===== src/rtl/pph_pkg.sv =====
// shared codes and reset values for the parallel printer port host
// no dependencies

package pph_pkg;

    localparam int TimerWidth = 24;

    // operation codes of an input beat
    localparam logic [1:0] OP_TICK  = 2'd0;
    localparam logic [1:0] OP_WRITE = 2'd1;
    localparam logic [1:0] OP_INIT  = 2'd2;

    // sequencer phases
    localparam logic [2:0] PH_IDLE     = 3'd0;
    localparam logic [2:0] PH_POLL     = 3'd1;
    localparam logic [2:0] PH_SETUP    = 3'd2;
    localparam logic [2:0] PH_STROBE   = 3'd3;
    localparam logic [2:0] PH_HOLD     = 3'd4;
    localparam logic [2:0] PH_ACK      = 3'd5;
    localparam logic [2:0] PH_INIT_LOW = 3'd6;
    localparam logic [2:0] PH_INIT_REC = 3'd7;

    // completion status codes
    localparam logic [2:0] ST_OK      = 3'd0;
    localparam logic [2:0] ST_OFFLINE = 3'd1;
    localparam logic [2:0] ST_PAPER   = 3'd2;
    localparam logic [2:0] ST_FAULT   = 3'd3;
    localparam logic [2:0] ST_TIMEOUT = 3'd4;

    // configuration register indexes
    localparam logic [2:0] CFG_BUSY_TIMEOUT = 3'd0;
    localparam logic [2:0] CFG_SETUP        = 3'd1;
    localparam logic [2:0] CFG_STROBE       = 3'd2;
    localparam logic [2:0] CFG_HOLD         = 3'd3;
    localparam logic [2:0] CFG_ACK_CAP      = 3'd4;
    localparam logic [2:0] CFG_INIT_LOW     = 3'd5;
    localparam logic [2:0] CFG_INIT_RECOVER = 3'd6;
    localparam logic [2:0] CFG_IGNORE       = 3'd7;

    // configuration reset values
    localparam logic [23:0] RST_BUSY_TIMEOUT = 24'd1000000;
    localparam logic [7:0]  RST_SETUP        = 8'd2;
    localparam logic [7:0]  RST_STROBE       = 8'd2;
    localparam logic [7:0]  RST_HOLD         = 8'd2;
    localparam logic [15:0] RST_ACK_CAP      = 16'd2000;
    localparam logic [15:0] RST_INIT_LOW     = 16'd100;
    localparam logic [23:0] RST_INIT_RECOVER = 24'd50000;

endpackage


===== src/rtl/parallel_printer_port_host_unit.sv =====
// top level of the parallel printer port host: tick sequencer and output register
// depends on pph_pkg

// Each input beat is one timing tick (optionally carrying a write or init request)
// and yields exactly one result beat. The whole sequencer step - request intake,
// status poll, phase timer update and phase change - is done in one combinational
// pass between the state registers and the result register, so one beat is
// accepted every clock and its result appears in the next cycle. The result
// register lets the next beat enter while a result waits to be taken; input
// stalls only while that register is full and not being drained. There is no
// clearing pass after reset. Configuration writes take effect on the next clock.
module parallel_printer_port_host_unit
    import pph_pkg::*;
(
    input  logic        clk,
    input  logic        rst_n,
    // configuration
    input  logic        cfg_write_en,
    input  logic [2:0]  cfg_index,
    input  logic [23:0] cfg_data,
    // input channel
    input  logic        in_valid,
    output logic        in_ready,
    input  logic [1:0]  operation,
    input  logic [7:0]  data_byte,
    input  logic        busy_line,
    input  logic        select_line,
    input  logic        paper_end_line,
    input  logic        error_n_line,
    // result channel
    output logic        out_valid,
    input  logic        out_ready,
    output logic [7:0]  data_lines,
    output logic        strobe_n,
    output logic        init_n,
    output logic        idle,
    output logic        done_res,
    output logic [2:0]  result_status,
    output logic        rejected
);

    // configuration registers
    logic [23:0] busy_timeout_reg;
    logic [7:0]  setup_reg;
    logic [7:0]  strobe_reg;
    logic [7:0]  hold_reg;
    logic [15:0] ack_cap_reg;
    logic [15:0] init_low_reg;
    logic [23:0] init_recover_reg;
    logic        ignore_reg;

    // sequencer state
    logic [2:0]            phase_reg, phase_next;
    logic [TimerWidth-1:0] timer_reg, timer_next;
    logic [7:0]            data_hold_reg, data_hold_next;
    logic [7:0]            bus_reg, bus_next;
    logic [2:0]            status_reg, status_next;

    // result register
    logic       out_valid_reg;
    logic [7:0] data_lines_reg;
    logic       strobe_n_reg;
    logic       init_n_reg;
    logic       idle_reg;
    logic       done_reg;
    logic [2:0] result_status_reg;
    logic       rejected_reg;

    logic                  in_accept;
    logic                  is_request;
    logic                  fresh_init;
    logic                  rej;
    logic                  done;
    logic [2:0]            cur_phase;
    logic [TimerWidth-1:0] cur_timer;
    logic [TimerWidth-1:0] dec_timer;
    logic [TimerWidth-1:0] strobe_len;
    logic [TimerWidth-1:0] init_low_len;
    logic                  poll_end;
    logic [2:0]            poll_code;

    assign in_ready  = !out_valid_reg || out_ready;
    assign in_accept = in_valid && in_ready;

    // zero widths count as one tick
    assign strobe_len   = (strobe_reg == 8'd0) ? TimerWidth'(1)
                                               : TimerWidth'(strobe_reg);
    assign init_low_len = (init_low_reg == 16'd0) ? TimerWidth'(1)
                                                  : TimerWidth'(init_low_reg);

    assign is_request = (operation == OP_WRITE) || (operation == OP_INIT);

    // status poll, checked in priority order
    always_comb
    begin
        poll_end  = 1'b1;
        poll_code = ST_OK;
        if (!ignore_reg && !select_line)
        begin
            poll_code = ST_OFFLINE;
        end
        else if (!ignore_reg && paper_end_line)
        begin
            poll_code = ST_PAPER;
        end
        else if (!ignore_reg && !error_n_line)
        begin
            poll_code = ST_FAULT;
        end
        else if (!busy_line)
        begin
            poll_code = ST_OK;
        end
        else if (cur_timer >= busy_timeout_reg)
        begin
            poll_code = ST_TIMEOUT;
        end
        else
        begin
            poll_end = 1'b0;
        end
    end

    // request intake from idle; a request arriving outside idle is flagged as rejected
    always_comb
    begin
        cur_phase      = phase_reg;
        cur_timer      = timer_reg;
        data_hold_next = data_hold_reg;
        fresh_init     = 1'b0;
        rej            = 1'b0;
        if (phase_reg == PH_IDLE)
        begin
            if (operation == OP_WRITE)
            begin
                data_hold_next = data_byte;
                cur_phase      = PH_POLL;
                cur_timer      = '0;
            end
            else if (operation == OP_INIT)
            begin
                cur_phase  = PH_INIT_LOW;
                cur_timer  = init_low_len;
                fresh_init = 1'b1;
            end
        end
        else if (is_request)
        begin
            rej = 1'b1;
        end
    end

    assign dec_timer = (cur_timer != '0) ? cur_timer - TimerWidth'(1) : cur_timer;

    // one sequencer step on the phase left by intake
    always_comb
    begin
        phase_next  = cur_phase;
        timer_next  = cur_timer;
        bus_next    = bus_reg;
        status_next = status_reg;
        done        = 1'b0;
        unique case (cur_phase)
            PH_IDLE:
            begin
            end
            PH_POLL:
            begin
                if (poll_end && poll_code == ST_OK)
                begin
                    bus_next = data_hold_next;
                    if (setup_reg == 8'd0)
                    begin
                        phase_next = PH_STROBE;
                        timer_next = strobe_len;
                    end
                    else
                    begin
                        phase_next = PH_SETUP;
                        timer_next = TimerWidth'(setup_reg);
                    end
                end
                else if (poll_end)
                begin
                    status_next = poll_code;
                    done        = 1'b1;
                    phase_next  = PH_IDLE;
                    timer_next  = '0;
                end
                else
                begin
                    timer_next = cur_timer + TimerWidth'(1);
                end
            end
            PH_ACK:
            begin
                if (busy_line || cur_timer > TimerWidth'(ack_cap_reg))
                begin
                    status_next = ST_OK;
                    done        = 1'b1;
                    phase_next  = PH_IDLE;
                    timer_next  = '0;
                end
                else
                begin
                    timer_next = cur_timer + TimerWidth'(1);
                end
            end
            PH_SETUP, PH_STROBE, PH_HOLD, PH_INIT_LOW, PH_INIT_REC:
            begin
                // an init pulse entered on this tick starts counting on the next
                if (!fresh_init)
                begin
                    timer_next = dec_timer;
                    if (dec_timer == '0)
                    begin
                        unique case (cur_phase)
                            PH_SETUP:
                            begin
                                phase_next = PH_STROBE;
                                timer_next = strobe_len;
                            end
                            PH_STROBE:
                            begin
                                if (hold_reg == 8'd0)
                                begin
                                    phase_next = PH_ACK;
                                    timer_next = '0;
                                end
                                else
                                begin
                                    phase_next = PH_HOLD;
                                    timer_next = TimerWidth'(hold_reg);
                                end
                            end
                            PH_HOLD:
                            begin
                                phase_next = PH_ACK;
                                timer_next = '0;
                            end
                            PH_INIT_LOW:
                            begin
                                if (init_recover_reg == 24'd0)
                                begin
                                    phase_next = PH_IDLE;
                                    timer_next = '0;
                                end
                                else
                                begin
                                    phase_next = PH_INIT_REC;
                                    timer_next = TimerWidth'(init_recover_reg);
                                end
                            end
                            default:
                            begin
                                phase_next = PH_IDLE;
                                timer_next = '0;
                            end
                        endcase
                    end
                end
            end
        endcase
    end

    always_ff @(posedge clk or negedge rst_n)
    begin
        if (!rst_n)
        begin
            busy_timeout_reg <= RST_BUSY_TIMEOUT;
            setup_reg        <= RST_SETUP;
            strobe_reg       <= RST_STROBE;
            hold_reg         <= RST_HOLD;
            ack_cap_reg      <= RST_ACK_CAP;
            init_low_reg     <= RST_INIT_LOW;
            init_recover_reg <= RST_INIT_RECOVER;
            ignore_reg       <= 1'b0;
        end
        else if (cfg_write_en)
        begin
            unique case (cfg_index)
                CFG_BUSY_TIMEOUT: busy_timeout_reg <= cfg_data;
                CFG_SETUP:        setup_reg        <= cfg_data[7:0];
                CFG_STROBE:       strobe_reg       <= cfg_data[7:0];
                CFG_HOLD:         hold_reg         <= cfg_data[7:0];
                CFG_ACK_CAP:      ack_cap_reg      <= cfg_data[15:0];
                CFG_INIT_LOW:     init_low_reg     <= cfg_data[15:0];
                CFG_INIT_RECOVER: init_recover_reg <= cfg_data;
                CFG_IGNORE:       ignore_reg       <= cfg_data[0];
            endcase
        end
    end

    always_ff @(posedge clk or negedge rst_n)
    begin
        if (!rst_n)
        begin
            phase_reg     <= PH_IDLE;
            timer_reg     <= '0;
            data_hold_reg <= '0;
            bus_reg       <= '0;
            status_reg    <= ST_OK;
        end
        else if (in_accept)
        begin
            phase_reg     <= phase_next;
            timer_reg     <= timer_next;
            data_hold_reg <= data_hold_next;
            bus_reg       <= bus_next;
            status_reg    <= status_next;
        end
    end

    always_ff @(posedge clk or negedge rst_n)
    begin
        if (!rst_n)
        begin
            out_valid_reg <= 1'b0;
        end
        else if (in_accept)
        begin
            out_valid_reg <= 1'b1;
        end
        else if (out_ready)
        begin
            out_valid_reg <= 1'b0;
        end
    end

    always_ff @(posedge clk)
    begin
        if (in_accept)
        begin
            data_lines_reg    <= bus_next;
            strobe_n_reg      <= (phase_next != PH_STROBE);
            init_n_reg        <= (phase_next != PH_INIT_LOW);
            idle_reg          <= (phase_next == PH_IDLE);
            done_reg          <= done;
            result_status_reg <= status_next;
            rejected_reg      <= rej;
        end
    end

    assign out_valid     = out_valid_reg;
    assign data_lines    = data_lines_reg;
    assign strobe_n      = strobe_n_reg;
    assign init_n        = init_n_reg;
    assign idle          = idle_reg;
    assign done_res      = done_reg;
    assign result_status = result_status_reg;
    assign rejected      = rejected_reg;

endmodule


===== config.mk =====
export PLATFORM = sky130hd
export DESIGN_NAME = parallel_printer_port_host_unit
export DESIGN_NICKNAME = d
export VERILOG_FILES = /design/src/rtl/pph_pkg.sv /design/src/rtl/parallel_printer_port_host_unit.sv
export SDC_FILE = /design/constraint.sdc
export NUM_CORES = 1
export LEC_CHECK = 0
export BUFFER_PORTS_ARGS = -buffer_cell sky130_fd_sc_hd__clkbuf_2
export CORE_MARGIN = 3
export CORE_UTILIZATION = 53
export CTS_BUF_LIST = sky130_fd_sc_hd__clkbuf_8
export CTS_CLUSTER_DIAMETER = 40
export DETAILED_ROUTE_END_ITERATION = 10
export PLACE_DENSITY = 0.82
export REMOVE_ABC_BUFFERS = 1
export SLEW_MARGIN = 20
export SYNTH_ARGS = -nofsm -noshare
export SYNTH_HDL_FRONTEND = slang
export SYNTH_SLANG_ARGS = --single-unit

===== constraint.sdc =====
create_clock -name clk -period 9.31 [get_ports clk]
set_input_delay 0.931 -clock clk [delete_from_list [all_inputs] [get_ports clk]]
set_output_delay 0.931 -clock clk [all_outputs]
set_load 0.005 [all_outputs]

### Word level (Yosys, flattened, before mapping)

Cells that the tools add are included.

| storage, ports and cells | value |
|---|---|
| register bits | 168 |
| bits of input ports | 46 |
| output and inout bits | 18 |
| word-level logic and storage cells | 133 |

| operators by class | value |
|---|---|
| add/subtract/negate cells | 2 |
| order comparisons | 2 |
| eq/ne operators | 18 |
| mux-type cells | 57 |
| reductions and logical operators | 33 |

Operators with widths:

| cell | count |
|---|---|
| $mux 24 | 10 |
| $pmux 24 s3 | 2 |
| $mux 8 | 7 |
| $mux 3 | 17 |
| $logic_not 24->1 | 2 |
| $add 24x1->24 const B | 1 |
| $eq 3x3->1 const B | 8 |
| $ge 24x24->1 | 1 |
| $gt 24x16->1 | 1 |
| $logic_not 8->1 | 3 |
| $reduce_bool 24->1 | 1 |
| $sub 24x1->24 const B | 1 |
| $logic_not 16->1 | 1 |
| $mux 1 | 16 |
| $mux 16 | 1 |
| $reduce_and 2->1 | 8 |
| $eq 3x2->1 const B | 4 |
| $logic_not 3->1 | 4 |
| $pmux 3 s4 | 1 |
| $pmux 3 s3 | 1 |
| $eq 3x1->1 const B | 2 |
| $pmux 3 s2 | 1 |
| $logic_and 1x1->1 | 5 |
| $reduce_or 5->1 | 1 |
| other kinds (8) | 13 |

### Depth between registers and ports, before layout

| logic depth | value |
|---|---|
| word-level depth | 16 |
| depth in mapped cells | 24 |
| mapped depth without buffers | 18 |

### Worst setup path after synthesis

No wires, ideal clock.

| timing | value |
|---|---|
| path kind | input -> register |
| start | in operation[0] |
| end | reg strobe_n_reg (netlist: strobe_n), data pin |
| setup time | 0.261 ns |
| arrival time | 5.135 ns |
| required time | 9.049 ns |
| setup slack | 3.914 ns |
| stages | 18 |
| buffers on the path | 2 |
| cell sequence | inv_1 ha_1 or4b_4 buf_6 a311oi_2 or2_1 buf_4 ha_1 a21boi_0 nand2_1 a211o_1 xnor2_1 nand4_1 or4_4 nor3_4 nand2_2 mux2_4 a221o_1 |

| on the way | value |
|---|---|
| word-level cells in the longest chain between the ends | 15 |
| elaborated cells between the ends (all ways) | 46 |

Ends and longest elaborated chain:

| element | line | RTL |
|---|---|---|
| start, declared | parallel_printer_port_host_unit.sv:24 | `input logic [1:0] operation,` |
| $eq 2x2->1 | parallel_printer_port_host_unit.sv:140 | `else if (operation == OP_INIT)` |
| $mux 24 | parallel_printer_port_host_unit.sv:140 |  |
| $mux 24 | parallel_printer_port_host_unit.sv:134 | `if (operation == OP_WRITE)` |
| $mux 24 | parallel_printer_port_host_unit.sv:132 | `if (phase_reg == PH_IDLE)` |
| $ge 24x24->1 | parallel_printer_port_host_unit.sv:114 | `else if (cur_timer >= busy_timeout_reg)` |
| $mux 3 | parallel_printer_port_host_unit.sv:114 |  |
| $mux 3 | parallel_printer_port_host_unit.sv:110 | `else if (!busy_line)` |
| $mux 3 | parallel_printer_port_host_unit.sv:106 | `else if (!ignore_reg && !error_n_line)` |
| $mux 3 | parallel_printer_port_host_unit.sv:102 | `else if (!ignore_reg && paper_end_line)` |
| $mux 3 | parallel_printer_port_host_unit.sv:98 | `if (!ignore_reg && !select_line)` |
| $logic_not 3->1 | parallel_printer_port_host_unit.sv:169 | `if (poll_end && poll_code == ST_OK)` |
| $logic_and 1x1->1 | parallel_printer_port_host_unit.sv:169 |  |
| $mux 3 | parallel_printer_port_host_unit.sv:169 |  |
| $pmux 3 s3 * | parallel_printer_port_host_unit.sv:163 | `unique case (cur_phase)` |
| $ne 3x2->1 * | parallel_printer_port_host_unit.sv:335 | `strobe_n_reg <= (phase_next != PH_STROBE);` |
| end signal, assigned | parallel_printer_port_host_unit.sv:335 |  |
| end, declared | parallel_printer_port_host_unit.sv:62 | `logic strobe_n_reg;` |

Mark *: on every way between the ends. The rest lies on a longest branch, timed or not.
A chain may end at the register's enable or synchronous reset.

### Final worst setup path

| timing | value |
|---|---|
| start | reg phase_reg[1] |
| end | reg timer_reg[12] |

| on the way | value |
|---|---|
| word-level cells in the longest chain between the ends | 12 |
| elaborated cells between the ends (all ways) | 41 |

Ends and longest elaborated chain:

| element | line | RTL |
|---|---|---|
| start, declared | parallel_printer_port_host_unit.sv:53 | `logic [2:0] phase_reg, phase_next;` |
| start signal, assigned | parallel_printer_port_host_unit.sv:306 | `phase_reg <= phase_next;` |
| $logic_not 3->1 | parallel_printer_port_host_unit.sv:132 |  |
| $mux 24 | parallel_printer_port_host_unit.sv:132 |  |
| $ge 24x24->1 | parallel_printer_port_host_unit.sv:114 |  |
| $mux 3 | parallel_printer_port_host_unit.sv:114 |  |
| $mux 3 | parallel_printer_port_host_unit.sv:110 |  |
| $mux 3 | parallel_printer_port_host_unit.sv:106 |  |
| $mux 3 | parallel_printer_port_host_unit.sv:102 |  |
| $mux 3 | parallel_printer_port_host_unit.sv:98 |  |
| $logic_not 3->1 | parallel_printer_port_host_unit.sv:169 |  |
| $logic_and 1x1->1 | parallel_printer_port_host_unit.sv:169 |  |
| $mux 24 | parallel_printer_port_host_unit.sv:169 |  |
| $pmux 24 s3 * | parallel_printer_port_host_unit.sv:163 |  |
| end signal, assigned | parallel_printer_port_host_unit.sv:307 | `timer_reg <= timer_next;` |
| end, declared | parallel_printer_port_host_unit.sv:54 | `logic [TimerWidth-1:0] timer_reg, timer_next;` |

Marks and branches as above.

==> impl_results.md <==
* Core area at 19800 um^2
* WL/cell at 23.8 um
* Final worst setup slack at 2.64 ns
* Setup slack, reg-to-reg at about 2.6 ns
* Worst setup EP type: register
* Power Density at between 200 and 300 nW/um^2
* Final nets at 1322
* Synth Instances at 1191
* Unrepaired setup endpoints after global routing: no
* Diodes inserted at 0
* Filler cell count at 1710
* Wirelength, routed at about 36000 um
* Final min period at approximately 6.7 ns
* Fmax at 150 MHz
* Critical path's most frequent cell: nand2_1
* Drt initial violations at 1105
* Design Power at 3.02 mW
* Antenna-violating nets left at 0
* Yosys reg bits at 168
* Area after DPL at 11500 um^2
* Final cycle utilization of the critical path at 0.717
* Worst IR drop on VDD at 155 uV
* WS Path Type: register to register
* Clock Latency Late Sink at 0.49 ns
* Critical Path, Cell by Cell: nor3_2 -> nand2_1 -> o21ai_0 -> or2_1 -> ha_1 -> a21boi_0 -> nand2_1 -> a211o_1 -> xnor2_1 -> nand4_1 -> or4_4 -> nor4b_4 -> a211oi_1 -> o221a_2 -> a21oi_1
* Ys Warns at 0
* Worst Tran Pin Value at between 1 and 1.5 ns
* TNS Setup at 0 ns
* Worst path slowest cell: nor4b_4
* Final Util at 0.599
* Initial antenna violation count at 1
* Hold WC Path Type: input port to async pin
* Worst Setup SP: phase_reg[1]$_DFFE_PN0P_
* Num CTS Buffers at 17
* Number of synthesized flops with an enable pin at 16
* Initial Util at 0.550
* Vias in the first global route at 9820
* Post_cts resized at 0
* Std cell rows at between 50 and 60
* Stages on the worst setup path at 15
* Vias per inst at 6.71
* Worst setup path end: timer_reg[12]$_DFFE_PN0P_
* FFs w/ async S/R, synth at 0.905
* CTS clk-pin slew, worst paths at 0.11 ns
* Finished layout cell area at 11900 um^2
* Leakage at 5.01 nW
* GPL Wtd Cong at a little under 1
* Seq/Total Area, Yosys at 0.395
* Crit-path leading delay family: simple AND/OR/NAND/NOR gates
* Largest net degree at the start of global routing at 88
* CTS tree: yes
* Mapped Area at 10900 um^2
* Die Wd at 150 um
* Status: finished clean
* Dpl ws at between 2 and 3 ns
* CP Max Fanout at 19
* Relative slew slack at 0.256
* Critical path buffer and inverter count at 0
* Commonest non-fill, non-tap cell in the layout: nand2_1
* # Post-CTS Setup Buffers at 0
* Distinct cells, synth at 90
* Share of cells above drive strength 1 at 0.211
* Top FF cell, synth: dfrtp_1
* Gr ovfl total at 0
* Vias at 10126
* Input/output buffers at 63
* Top Ports at 64
* Register-to-Register Path Depth at 15
* Fin. max-slew vios at 0
* Reg2reg start: phase_reg[1]$_DFFE_PN0P_
* CP arrival at just over 7 ns
* Startpoint types: register
* Clock buffer depth at 2
* Max Cap Violations at 0
* Post-cts hold buffer count at 0
* Die Area at around 22000 um^2
* Final setup violating endpoints at 0
* CTS HTree Levels at 4
* # clock sinks at ~170
* Most frequent cells in the layout: 137 x nand2_1, 127 x dfrtp_1, 89 x o21ai_0
* CP Data Required Time at just under 10 ns
* Clock Tree Root: clkbuf_8
* 1st-pass router iterations at 7
* HPWL Detailed at approximately 26000 um
* Area delta synth->final at 8.86%
* DR DRC count at 0
* First-pass GRT wire length at between 50000 and 60000 um
* Final Skew at between 0.02 and 0.025 ns
* Global-route usage over all layers at 0.327
* Final Hold Viols at 0
* Mean cell area of the mapped netlist at 9.16 um^2
* Die H at between 100 and 150 um
* Worst reg2reg path endpoint: timer_reg[12]$_DFFE_PN0P_
* CP max stage delay at 0.99 ns
[cells by family (layout without fill, tap and decap cells)]
| group | after synthesis | count (layout) | share of synthesized area |
|---|---|---|---|
| simple gates | 390 | 390 | 0.186 |
| compound gates | 342 | 342 | 0.207 |
| flops | 168 | 168 | 0.395 |
| buf+inv | 135 | 188 | 0.0511 |
| mux | 88 | 88 | 0.0901 |
| fa+ha+maj | 45 | 45 | 0.0516 |
| xor+xnor | 23 | 23 | 0.0185 |
[power by group]
part           internal (mW)  total, mW  switching (mW)
clock                  0.250      0.569           0.319
sequential             0.949       1.15           0.203
combinational          0.497       1.30           0.802
total                   1.70       3.02            1.32
[area by class of cell]
cell class / count / area [um^2] / share of cell area
Multi-Input combinational cell: 888 / 6070 / 0.511
Sequential cell: 168 / 4320 / 0.363
Timing Repair Buffer: 81 / 457 / 0.0384
Tap cell: 265 / 332 / 0.0279
Inverter: 75 / 284 / 0.0239
Clock buffer: 17 / 234 / 0.0197
Clock inverter: 15 / 188 / 0.0158
[worst min-delay path by stage]
| stage | from | to | slack [ns] |
|---|---|---|---|
| finish | rst_n | strobe_reg[4]$_DFFE_PN0P_ | 0.48 |
| global route | rst_n | strobe_reg[4]$_DFFE_PN0P_ | 0.52 |
| CTS | bus_reg[3]$_DFFE_PN0P_ | bus_reg[3]$_DFFE_PN0P_ | 0.49 |
| detailed placement | bus_reg[3]$_DFFE_PN0P_ | bus_reg[3]$_DFFE_PN0P_ | 0.46 |
| global placement | bus_reg[1]$_DFFE_PN0P_ | bus_reg[1]$_DFFE_PN0P_ | 0.46 |
| floorplan | bus_reg[7]$_DFFE_PN0P_ | bus_reg[7]$_DFFE_PN0P_ | 0.45 |
[worst register-to-register path, cell delays in order, from the launching register on]
cell and delay [ns]:
dfrtp_1 0.61, nor3_2 0.79, nand2_1 0.58, o21ai_0 0.37, or2_1 0.41, ha_1 0.33, a21boi_0 0.39, nand2_1 0.16
a211o_1 0.36, xnor2_1 0.29, nand4_1 0.13, or4_4 0.60, nor4b_4 0.99, a211oi_1 0.21, o221a_2 0.29, a21oi_1 0.11
[cells in the mapped netlist (all sizes together) (10+ instances only)]
master	count	area (um^2)
dfrtp	127	3180
nand4	14	93.8
dfstp	25	657
nor3	32	186
mux2	79	893
a21o	13	97.6
edfxtp	16	480
nor4	36	246
nor2b	10	62.6
or4	10	82.6
a211oi	11	82.6
a21oi	86	430
buf	18	116
clkbuf	42	158
o22ai	12	75.1
o21ai	91	455
a22oi	12	90.1
inv	75	284
ha	45	563
nand2	140	533
nand3	26	130
xnor2	20	175
nor2	67	259
a31oi	16	100
[per-stage QoR]
step | hold slack, ns | std cells
2_1_floorplan | 0.447 | 1131
3_3_place_gp | 0.459 | 1477
3_5_place_dp | 0.463 | 1477
4_1_cts | 0.485 | 1509
5_1_grt | 0.522 | 1509
6_report | 0.476 | 1509
[per-layer routing]
metal  global-route usage  vias up  part of all wire
li1                     -     4485                 -
met4                0.114        2             0.033
met5                    0        -           0.00036
met3               0.0809      120              0.11
met1                0.453     4899              0.41
met2                0.504      620              0.45
Note: power is estimated with default switching activity, not from simulation.
